**config.mk**
```make
export PLATFORM = sky130hd
export DESIGN_NAME = mdo_front
export DESIGN_NICKNAME = d
export VERILOG_FILES = /design/src/design/mdo_pkg.sv /design/src/design/mdo_front.sv
export SDC_FILE = /design/constraint.sdc
export NUM_CORES = 1
export LEC_CHECK = 0
export ABC_CLOCK_PERIOD_IN_PS = 8100
export BUFFER_PORTS_ARGS = -buffer_cell sky130_fd_sc_hd__buf_2
export CAP_MARGIN = 0
export CORE_AREA = 2 2 142 144
export CTS_CLUSTER_SIZE = 14
export DETAILED_ROUTE_END_ITERATION = 6
export DIE_AREA = 0 0 144 146
export PLACE_DENSITY = 0.84
export SKIP_CTS_REPAIR_TIMING = 1
export SLEW_MARGIN = 20
export SYNTH_ARGS = -nofsm -noshare
export SYNTH_HDL_FRONTEND = slang
export SYNTH_SLANG_ARGS = --single-unit
```
**constraint.sdc**
```tcl
create_clock -name clk -period 8.1 [get_ports clk]
set_clock_uncertainty 0.2 [all_clocks]
set_input_delay 2.025 -clock clk [delete_from_list [all_inputs] [get_ports clk]]
set_output_delay 2.025 -clock clk [all_outputs]
set_load 0.02 [all_outputs]
```
**src/design/mdo_pkg.sv**
```systemverilog
// shared types and constants of the momentum disturbance observer
package mdo_pkg;

    localparam int JOINTS  = 6;
    localparam int DATA_W  = 32;
    localparam int BETA_W  = DATA_W + 16;
    localparam int JOINT_W = 3;
    localparam int CFG_W   = 32;
    localparam int IDX_W   = 2;

    // opcodes of the request channel
    localparam logic OP_UPDATE = 1'b0;
    localparam logic OP_CLEAR  = 1'b1;

    // configuration register indexes
    localparam logic [IDX_W-1:0] REG_STEP   = 2'd0;
    localparam logic [IDX_W-1:0] REG_GAIN   = 2'd1;
    localparam logic [IDX_W-1:0] REG_FREEZE = 2'd2;

    // reset values of the configuration registers
    localparam logic [CFG_W-1:0] STEP_RESET = 32'd4294967;
    localparam logic [CFG_W-1:0] GAIN_RESET = 32'd4117815;

    // request class decided by the front end
    typedef enum logic [1:0] {
        CLS_JOINT,
        CLS_NOP,
        CLS_CLEAR
    } cls_t;

    // one queued request
    typedef struct packed {
        cls_t                      cls;
        logic [JOINT_W-1:0]        joint;
        logic signed [DATA_W-1:0]  momentum;
        logic signed [DATA_W-1:0]  coriolis;
        logic signed [DATA_W-1:0]  gravity;
        logic signed [DATA_W-1:0]  applied;
    } req_t;

    // configuration seen by the back end
    typedef struct packed {
        logic [CFG_W-1:0] step_size;
        logic [CFG_W-1:0] gain;
        logic             freeze;
    } cfg_t;

endpackage

```
**src/design/mdo_front.sv**
```systemverilog
// front end: accepts requests, classifies them and queues them for the back end
module mdo_front (
    input  logic                              clk,
    input  logic                              rst_n,
    input  logic                              in_valid,
    output logic                              in_ready,
    input  logic                              opcode,
    input  logic [mdo_pkg::JOINT_W-1:0]       joint,
    input  logic signed [mdo_pkg::DATA_W-1:0] momentum,
    input  logic signed [mdo_pkg::DATA_W-1:0] coriolis_term,
    input  logic signed [mdo_pkg::DATA_W-1:0] gravity_torque,
    input  logic signed [mdo_pkg::DATA_W-1:0] drive_torque,
    output mdo_pkg::req_t                     head,
    output logic                              head_valid,
    input  logic                              head_pop
);

    mdo_pkg::req_t  entry_reg [2];
    mdo_pkg::req_t  req_next;
    logic           wr_ptr_reg;
    logic           rd_ptr_reg;
    logic [1:0]     count_reg;
    logic [1:0]     count_next;
    logic           push;

    // classify the incoming request
    always_comb
    begin
        req_next.joint    = joint;
        req_next.momentum = momentum;
        req_next.coriolis = coriolis_term;
        req_next.gravity  = gravity_torque;
        req_next.applied  = drive_torque;
        unique case (opcode)
            mdo_pkg::OP_CLEAR:
            begin
                req_next.cls = mdo_pkg::CLS_CLEAR;
            end
            default:
            begin
                if (joint < mdo_pkg::JOINT_W'(mdo_pkg::JOINTS))
                    req_next.cls = mdo_pkg::CLS_JOINT;
                else
                    req_next.cls = mdo_pkg::CLS_NOP;
            end
        endcase
    end

    assign in_ready   = (count_reg != 2'd2);
    assign push       = in_valid && in_ready;
    assign head_valid = (count_reg != 2'd0);
    assign head       = entry_reg[rd_ptr_reg];

    // occupancy of the two-entry queue
    always_comb
    begin
        count_next = count_reg;
        if (push && !head_pop)
            count_next = count_reg + 2'd1;
        else if (!push && head_pop)
            count_next = count_reg - 2'd1;
    end

    // queue pointers
    always_ff @(posedge clk or negedge rst_n)
    begin
        if (!rst_n)
        begin
            wr_ptr_reg <= 1'b0;
            rd_ptr_reg <= 1'b0;
            count_reg  <= 2'd0;
        end
        else
        begin
            count_reg <= count_next;
            if (push)
                wr_ptr_reg <= !wr_ptr_reg;
            if (head_pop)
                rd_ptr_reg <= !rd_ptr_reg;
        end
    end

    // queue storage
    always_ff @(posedge clk)
    begin
        if (push)
            entry_reg[wr_ptr_reg] <= req_next;
    end

endmodule

```
==> qor.yml, run 1 <==
area_growth_pct: 23.8
synth-seq-area-share_pct: 80.6
nNetsFinal: 859
synth_nets: 571
power_density_mw_per_mm2: 377
dieArea_mm2: 0.0210
cts_root_buf: "clkbuf_16"
clk_pin_slew_worst_paths_ns: 0.06
hold_slack_ns: 0.328
max_stage_delay_ns: 0.99
fp.dieH_um: 146
wl_per_cell_um: 18.3
drv_cap: 0
totalWireLength_mm: 18.4
ys_types: 15
final_area_mm2: 0.0124
tightest_slew_ns: 1.05
yosysWarningCount: 0
clock_sinks: 270
finalPower_mw: 4.68
fmax_mhz: 203
p_leak_nw: 4.82
tritoncts: "built"
ys_seq_elements: 270
crit_required_ns: 5.88
grt_start_max_net_pins: 79
rows: 51
hp-class: "reg -> reg"
grt_first_pass_wirelength_mm: 27.6
dp.final_hpwl_mm: 12.6
firstDrtPassIters: 4
route.detailed.drc: 0
rsz0062_at_grt: "no"
syn_avg_cell_area_um2: 23.1
pre_cts_ws_ns: 3.70
drtIter0Drc: 222
detail-route-antenna-nets: 0
arrival_ns: 2.69
num_vias: 5039
portBuffers: 270
path_cells: "buf_12 -> mux2_2 -> buf_2"
synth_edf_count: 266
hold_viol_final: 0
die_width_um: 144
antenna_found_initial: 4
min_period_ns: 4.92
worst-path-max-fanout: 75
cts_made_buffers: 27
gp_congestion: 0.755
cp_slowest_cell: "dfrtp_4"
worst_slack_ns: 3.18
start_kind: "flip-flop"
cts_max_path_buffers: 3
setup_viol: 0
insertion_delay_ns: 0.50
critPathKind: "reg -> out"
path_buf_inv: 2
viasPerCell: 5.01
layout-drive-gt1-share_pct: 60.8
start_util_pct: 51.9
slew_viol_final: 0
finalCritPeriodShare_pct: 60.7
core-area_mm2: 0.0193
grtUsageTotal_pct: 16.9
worst_setup_path_end_kind: "output port"
io_pins: 271
largest_reg_flops: 266
ir_drop_uv: 263
slew_headroom_pct: 30.0
ys.flop_type: "edfxtp_1"
syn-cell-area_mm2: 0.0100
htree_levels: 1
finalSetupTns_ns: 0
status: "completed"
cp_top_family: "flip-flops"
async_flop_share_pct: 1.48
grt_remaining_overflow: 0
grt_pass1_vias: 5273
syn_inst: 434
placed_cell_area_mm2: 0.0117
==> cells in the mapped netlist (2+ instances only) <==
library cell  instances  share of area, %
edfxtp_1            266                80
mux2_2               73               8.2
mux2_4               60               9.0
buf_6                 8              0.90
buf_2                 7              0.35
dfrtp_1               4               1.0
nor2_1                3              0.11
xor2_1                3              0.26
inv_1                 2             0.075
nand2_1               2             0.075
xnor2_1               2              0.17
==> stage by stage <==
stage	std cells	utilization [%]
2_1_floorplan	434	-
3_3_place_gp	958	60.3
3_5_place_dp	958	60.3
4_1_cts	1003	64.2
5_1_grt	1004	64.3
6_report	1006	64.3
==> routing by layer <==
layer | wire length [um] | track usage, % | vias to the layer above
met2 | 9250 | 29.3 | 209
met5 | 12 | 0 | -
met3 | 1530 | 5.20 | 45
li1 | - | - | 2304
met4 | 468 | 5.34 | 2
met1 | 7180 | 20.1 | 2479
==> path summary, 6_finish.rpt <==
kind	cells after the start	endpoint	startpoint	slack (ns)
setup reg to reg	3	entry_reg[1][100]	count_reg[0]	5.23
hold reg to reg	1	count_reg[1]	count_reg[1]	0.33
min in group asynchronous	1	rd_ptr_reg	rst_n	1.11
setup / recovery	3	head[116]	rd_ptr_reg	3.18
hold / removal	1	count_reg[1]	count_reg[1]	0.33
max in group asynchronous	1	rd_ptr_reg	rst_n	6.46
==> area by class of cell <==
| class | instances | area [um^2] |
|---|---|---|
| Antenna cell | 3 | 7.51 |
| Clock buffer | 31 | 691 |
| Clock inverter | 14 | 76.3 |
| Fill cell | 1342 | 6910 |
| Inverter | 2 | 7.51 |
| Multi-Input combinational cell | 147 | 1830 |
| Sequential cell | 270 | 8090 |
| Tap cell | 265 | 332 |
| Timing Repair Buffer | 274 | 1390 |
==> where the power goes <==
group / internal, mW / switching [mW]
registers: 1.92 / 0.140
clock network: 0.608 / 0.476
logic: 0.651 / 0.890
==> placed cells by master, fill, tap and decap left out <==
master / synthesis / routed
clkinvlp_4: 0 / 1
buf_4: 0 / 3
and3_4: 0 / 1
nor2_1: 3 / 2
nand2_1: 2 / 2
clkinv_2: 0 / 8
xor2_1: 3 / 3
ha_1: 1 / 1
clkbuf_1: 0 / 4
mux2_2: 73 / 73
nand2b_1: 1 / 1
clkinv_1: 0 / 3
clkbuf_16: 0 / 27
nor2_4: 0 / 1
diode_2: 0 / 3
buf_12: 0 / 1
inv_1: 2 / 2
edfxtp_1: 266 / 266
buf_2: 7 / 270
dfrtp_4: 0 / 1
or2_2: 1 / 1
inv_6: 0 / 2
mux2_4: 60 / 60
dfrtp_1: 4 / 3
xnor2_1: 2 / 2
==> cells by family after synthesis <==
kind of cell	Yosys count	synth area share, %
XOR/XNOR	5	0.436
buffers and inverters	17	1.32
AND/OR/NAND/NOR	8	0.374
flip-flops	270	80.6
multiplexers	133	17.2
adder cells (fa/ha/maj)	1	0.125
No activity file was read; power rests on OpenSTA's default activity.
==> inputs of run 2 (changes only) <==
Settings changed: ABC_CLOCK_PERIOD_IN_PS 8100 to 4059, CORE_AREA 2 2 142 144 to 2 2 150 152, DIE_AREA 0 0 144 146 to 0 0 152 154, PLACE_DENSITY 0.84 to 0.79.
Clock period 8.1 ns to 4.06 ns, I/O delays scaled along.
==> qor.yml, run 2 (synthesis results as in run 1) <==
status: "completed"
internal_power_mw: 6.77  # +110%
path_buf_inv: 2  # unchanged
cp_slowest_cell: "dfrtp_4"
finalPower_mw: 9.83  # +110%
tightest_slew_ns: 0.809  # -0.241 ns
start_kind: "flip-flop"
core-area_mm2: 0.0217  # +12%
grt_first_pass_wirelength_mm: 28.2  # +1.9%
p_sw_share_pct: 31.1  # -1.1 points
layout_common_cells: "buf_2 (270), edfxtp_1 (266), mux2_2 (73), mux2_4 (60), clkbuf_16 (27)"
setup_viol: 0  # unchanged
area_growth_pct: 26.5
wl_per_cell_um: 18.0  # -1.6%
portBuffers: 270  # unchanged
hold_slack_ns: 0.0938  # -0.234 ns
clock_sinks: 270  # unchanged
dieArea_mm2: 0.0234  # +11%
die_width_um: 152  # +5.6%
fmax_mhz: 291
cts_made_buffers: 27  # unchanged
htree_levels: 1  # unchanged
fp.dieH_um: 154  # +5.5%
slew_viol_final: 0  # unchanged
drtIter0Drc: 255  # +15%
n_fill_cell: 1604  # +20%
insertion_delay_ns: 0.52  # +0.02 ns
start_util_pct: 46.3  # -5.6 points
route.detailed.drc: 0  # unchanged
finalCritPeriodShare_pct: 84.6
p_clk_share_pct: 26.1  # +2.9 points
largest_reg_flops: 266  # unchanged
grt_pass1_vias: 5301  # +0.53%
rows: 54  # +5.9%
netSwitchingPower_mw: 3.06  # +100%
layout-drive-gt1-share_pct: 61.2  # +0.34 points
max_stage_delay_ns: 0.80  # -0.19 ns
antenna_found_initial: 2  # -2
ir_drop_uv: 467  # +78%
viasPerCell: 4.88  # -2.6%
rsz0062_at_grt: "no"
hp-class: "in -> async"
layout.cells.most_common: "buf_2"
num_vias: 5009  # -0.60%
gp_congestion: 0.756  # +0.16%
fin_util_pct: 58.5  # -5.7 points
worst-path-max-fanout: 37  # -51%
crit_required_ns: 2.84  # -3.04 ns
grt_start_max_net_pins: 76  # -3.8%
worst_setup_path_end_kind: "output port"
cts_root_buf: "clkbuf_16"
nNetsFinal: 866  # +0.81%
seqPwrFrac_pct: 41.1  # -2.8 points
slew_headroom_pct: 46.0  # +16 points
detail-route-antenna-nets: 0  # unchanged
arrival_ns: 2.22  # -0.47 ns
antenna_cells: 0  # -3
power_density_mw_per_mm2: 774  # +110%
cp_top_family: "flip-flops"
min_period_ns: 3.44
cts_max_path_buffers: 3  # unchanged
dp.final_hpwl_mm: 12.5  # -1.0%
grtUsageTotal_pct: 15.3  # -1.6 points
totalWireLength_mm: 18.5  # +0.48%
clk_pin_slew_worst_paths_ns: 0.06  # about the same
finalSetupTns_ns: 0  # unchanged
pwr-share-comb_pct: 32.8  # about the same
hold_viol_final: 0  # unchanged
firstDrtPassIters: 6  # +2
drv_cap: 0  # unchanged
tritoncts: "built"
grt_remaining_overflow: 0  # unchanged
io_pins: 271  # unchanged
path_cells: "buf_4 -> mux2_2 -> buf_2"
p_leak_nw: 4.94  # +2.4%
critPathKind: "reg -> out"
## run 2: changes by cell type in the layout (fill, tap and decap cells not counted), sizes merged
cell,delta
buf,+7
bufinv,+6
clkbuf,-2
clkinv,-1
diode,-3
inv,-1
## run 2: cell type report
type	instances	area, um^2	area share (%)
sequential	270	8090	63.7
multi-input combinational	147	1830	14.4
timing repair buffer	281	1500	11.8
clock buffer	29	683	5.38
tap	280	350	2.76
clock inverter	18	239	1.88
inverter	2	7.51	0.0591
## run 2: power groups by stage
stage	logic (mW)	clock network, mW	registers, mW
4_1_cts	3.27	2.64	4.05
5_1_grt	3.41	2.73	4.10
6_report	3.22	2.56	4.04
3_3_place_gp	3.24	0	4.07
3_5_place_dp	3.26	0	4.11
2_1_floorplan	2.38	0	4.00
## run 2: metrics by stage
stage | area [um^2] | cells | setup WS, ns
after CTS | 12700 | 1027 | 0.561
after global placement | 11800 | 980 | 1.18
after detailed placement | 11800 | 980 | 1.13
after global routing | 12700 | 1027 | 0.500
final | 12700 | 1027 | 0.624
after floorplan | 10000 | 434 | 0.326
## run 2: worst reg2reg max path, cell delays in order (launching register included)
cell	delay, ns
dfrtp_1	0.41
nand2b_1	0.17
nand2_1	0.15
nor2_4	0.14
buf_4	0.61
## run 2: per-layer routing
layer  GRT usage, %  vias to the layer above  part of all wire (%)  wire (um)
met5              0                        -                  0.15         27
met4           4.58                        4                   2.1        393
met3           5.30                       34                   8.0       1480
met2           26.4                      196                    50       9340
met1           18.2                     2455                    39       7290
li1               -                     2320                     -          -
## run 2: worst paths after layout
path	from	to	slack, ns	cells after the start
min in group clk	count_reg[1]	count_reg[1]	0.32	1
setup / recovery	rd_ptr_reg	head[6]	0.62	3
hold / removal	rst_n	wr_ptr_reg	0.09	1
setup reg to reg	count_reg[0]	entry_reg[0][89]	1.93	4
hold reg to reg	count_reg[1]	count_reg[1]	0.32	1
max in group asynchronous	rst_n	rd_ptr_reg	3.42	1
==> inputs of run 3 (changes only) <==
Settings changed: ABC_AREA set to 1, ABC_CLOCK_PERIOD_IN_PS 4059 to 3330, CORE_AREA 2 2 150 152 to 2 2 143 145, DIE_AREA 0 0 152 154 to 0 0 145 147, PLACE_DENSITY 0.79 to 0.83.
Clock period 4.06 ns to 3.33 ns, I/O delays scaled along.
==> qor.yml, run 3 <==
status: "completed"
area_growth_pct: 26.2
finalCritPeriodShare_pct: 90.1
seqPwrFrac_pct: 40.7  # -0.4 points
syn-cell-area_mm2: 0.0101  # +0.16%
start_util_pct: 50.7  # +4.4 points
slew_headroom_pct: 67.1  # +21 points
timing.rr.end: "entry_reg[0][85]"
placed_cell_area_mm2: 0.0118  # about the same
hp-class: "in -> reg"
synth_edf_count: 266  # unchanged
grtUsageTotal_pct: 16.7  # +1.4 points
async_flop_share_pct: 1.48  # unchanged
grt_remaining_overflow: 0  # unchanged
die_width_um: 145  # -4.6%
detail-route-antenna-nets: 0  # unchanged
arrival_ns: 1.97  # -0.25 ns
fin_util_pct: 63.9  # +5.4 points
clock_sinks: 270  # unchanged
tightest_slew_ns: 0.493  # -0.316 ns
route.detailed.drc: 0  # unchanged
ys_seq_elements: 270  # unchanged
finalSetupTns_ns: 0  # unchanged
layout-drive-gt1-share_pct: 60.0  # -1.2 points
grt_pass1_vias: 5406  # +2.0%
worst_setup_path_end_kind: "output port"
startpoint: "rd_ptr_reg"
rsz0062_at_grt: "no"
hold_viol_final: 0  # unchanged
synth-seq-area-share_pct: 80.4  # -0.13 points
layout_common_cells: "buf_2 (270), edfxtp_1 (266), mux2_2 (73), mux2_4 (60), clkbuf_16 (27)"
synth_commonest_cells: "edfxtp_1 (266), mux2_2 (73), mux2_4 (60)"
cp-endpoint: "head[119]"
syn_avg_cell_area_um2: 22.7  # -1.7%
gp_congestion: 0.756  # about the same
tritoncts: "built"
drt-met1-wl_mm: 7.00  # -3.9%
portBuffers: 270  # unchanged
ys.flop_type: "edfxtp_1"
fp.dieH_um: 147  # -4.5%
worst-path-max-fanout: 66  # +78%
wl_met3_mm: 1.69  # +14%
insertion_delay_ns: 0.52  # about the same
htree_levels: 1  # unchanged
fmax_mhz: 333
power_density_mw_per_mm2: 937  # +21%
finalPower_mw: 11.9  # +21%
synth_area_leaders: "edfxtp_1 (79%), mux2_4 (9.0%), mux2_2 (8.2%)"
cts_made_buffers: 27  # unchanged
setup_viol: 0  # unchanged
core-area_mm2: 0.0198  # -8.5%
min_from: "drive_torque[10]"
largest_reg_flops: 266  # unchanged
crit_required_ns: 2.30  # -0.54 ns
cts_max_path_buffers: 3  # unchanged
yosysMostFrequentCell: "edfxtp_1"
layout.cells.most_common: "buf_2"
dieArea_mm2: 0.0213  # -8.9%
netSwitchingPower_mw: 3.72  # +22%
min_period_ns: 3.00
final_area_mm2: 0.0127  # about the same
wl_per_cell_um: 18.2  # +0.94%
start_kind: "flip-flop"
viasPerCell: 4.94  # +1.3%
p_leak_nw: 4.95  # +0.22%
nNetsFinal: 870  # +0.46%
totalWireLength_mm: 18.6  # +0.55%
ir_drop_uv: 773  # +65%
n_fill_cell: 1349  # -16%
critPathKind: "reg -> out"
grt_start_max_net_pins: 69  # -9.2%
antenna_found_initial: 0  # -2
firstDrtPassIters: 4  # -2
slew_viol_final: 0  # unchanged
ys_types: 14  # -1
yosysWarningCount: 0  # unchanged
syn_inst: 442  # +1.8%
synth_nets: 579  # +1.4%
cts_root_buf: "clkbuf_16"
drtIter0Drc: 210  # -18%
p_clk_share_pct: 25.6  # -0.5 points
io_pins: 271  # unchanged
pwr-share-comb_pct: 33.7  # +0.9 points
internal_power_mw: 8.16  # +21%
p_sw_share_pct: 31.3  # +0.20 points
clk_pin_slew_worst_paths_ns: 0.06  # about the same
grt_first_pass_wirelength_mm: 28.3  # +0.39%
synth_top_area_share_pct: 79.5  # -0.13 points
top_layer: "met4"
r2r_slack_ns: 1.45  # -0.48 ns
num_vias: 5052  # +0.86%
drv_cap: 0  # unchanged
dp.final_hpwl_mm: 12.6  # +0.72%
yosysTopAreaCell: "edfxtp_1"
met2_length_mm: 9.54  # +2.2%
min_path_cells: 1
antenna_cells: 0  # unchanged
worstReg2RegStart: "count_reg[0]"
rows: 52  # -3.7%
ff2ff_path_depth: 5  # +1
run 3: cell types whose count changed in the layout (fill, tap and decap cells not counted), sizes merged, moves of 3 or more:
| cell | delta |
|---|---|
| nand2 | +6 |
| buf | -5 |
| clkbuf | +3 |
| inv | +5 |
run 3: worst min path at each step:
stage	slack [ns]	end
floorplan	0.26	count_reg[1]
global placement	0.28	count_reg[1]
detailed placement	0.30	count_reg[0]
CTS	-0.13	count_reg[1]
global route	0.27	entry_reg[1][15]
finish	0.30	entry_reg[1][10]
run 3: final cells by class:
cell class / instances / area, um^2 / share of cell area, %
flip-flops and latches: 270 / 8090 / 63.8
multi-input cells: 150 / 1850 / 14.5
repair buffers: 277 / 1480 / 11.7
clock buffers: 32 / 694 / 5.47
well taps: 270 / 338 / 2.66
clock inverters: 17 / 208 / 1.64
inverters: 7 / 26.3 / 0.207
run 3: per-layer routing:
metal | track usage, % | vias up
li1 | - | 2327
met1 | 19.7 | 2451
met2 | 29.7 | 239
met3 | 5.37 | 35
met4 | 4.60 | 0
met5 | 0 | -
run 3: logic make-up after synthesis:
group | synth area share [%]
AND/OR/NAND/NOR | 0.523
adder cells (fa/ha/maj) | 0.124
multiplexers | 17.1
XOR/XNOR | 0.261
flip-flops | 80.4
buffers and inverters | 1.51
run 3: through the flow:
stage,hold WS (ns),setup slack (ns),instances
after floorplan,0.262,-0.179,442
after global placement,0.282,0.935,973
after detailed placement,0.303,0.887,973
after CTS,-0.125,0.314,1022
after global routing,0.275,0.269,1023
final,0.297,0.331,1023
run 3: power groups by stage:
stage	clock network, mW	logic [mW]	registers, mW
floorplan	0	2.92	4.87
finish	3.04	4.00	4.83
global placement	0	3.94	4.86
CTS	3.11	4.05	4.85
global route	3.25	4.23	4.90
detailed placement	0	4.03	4.91
run 3: worst max-delay path: stages (launching register included):
cell and delay [ns]:
dfrtp_4 0.44, buf_12 0.34, mux2_2 0.40, buf_2 0.16
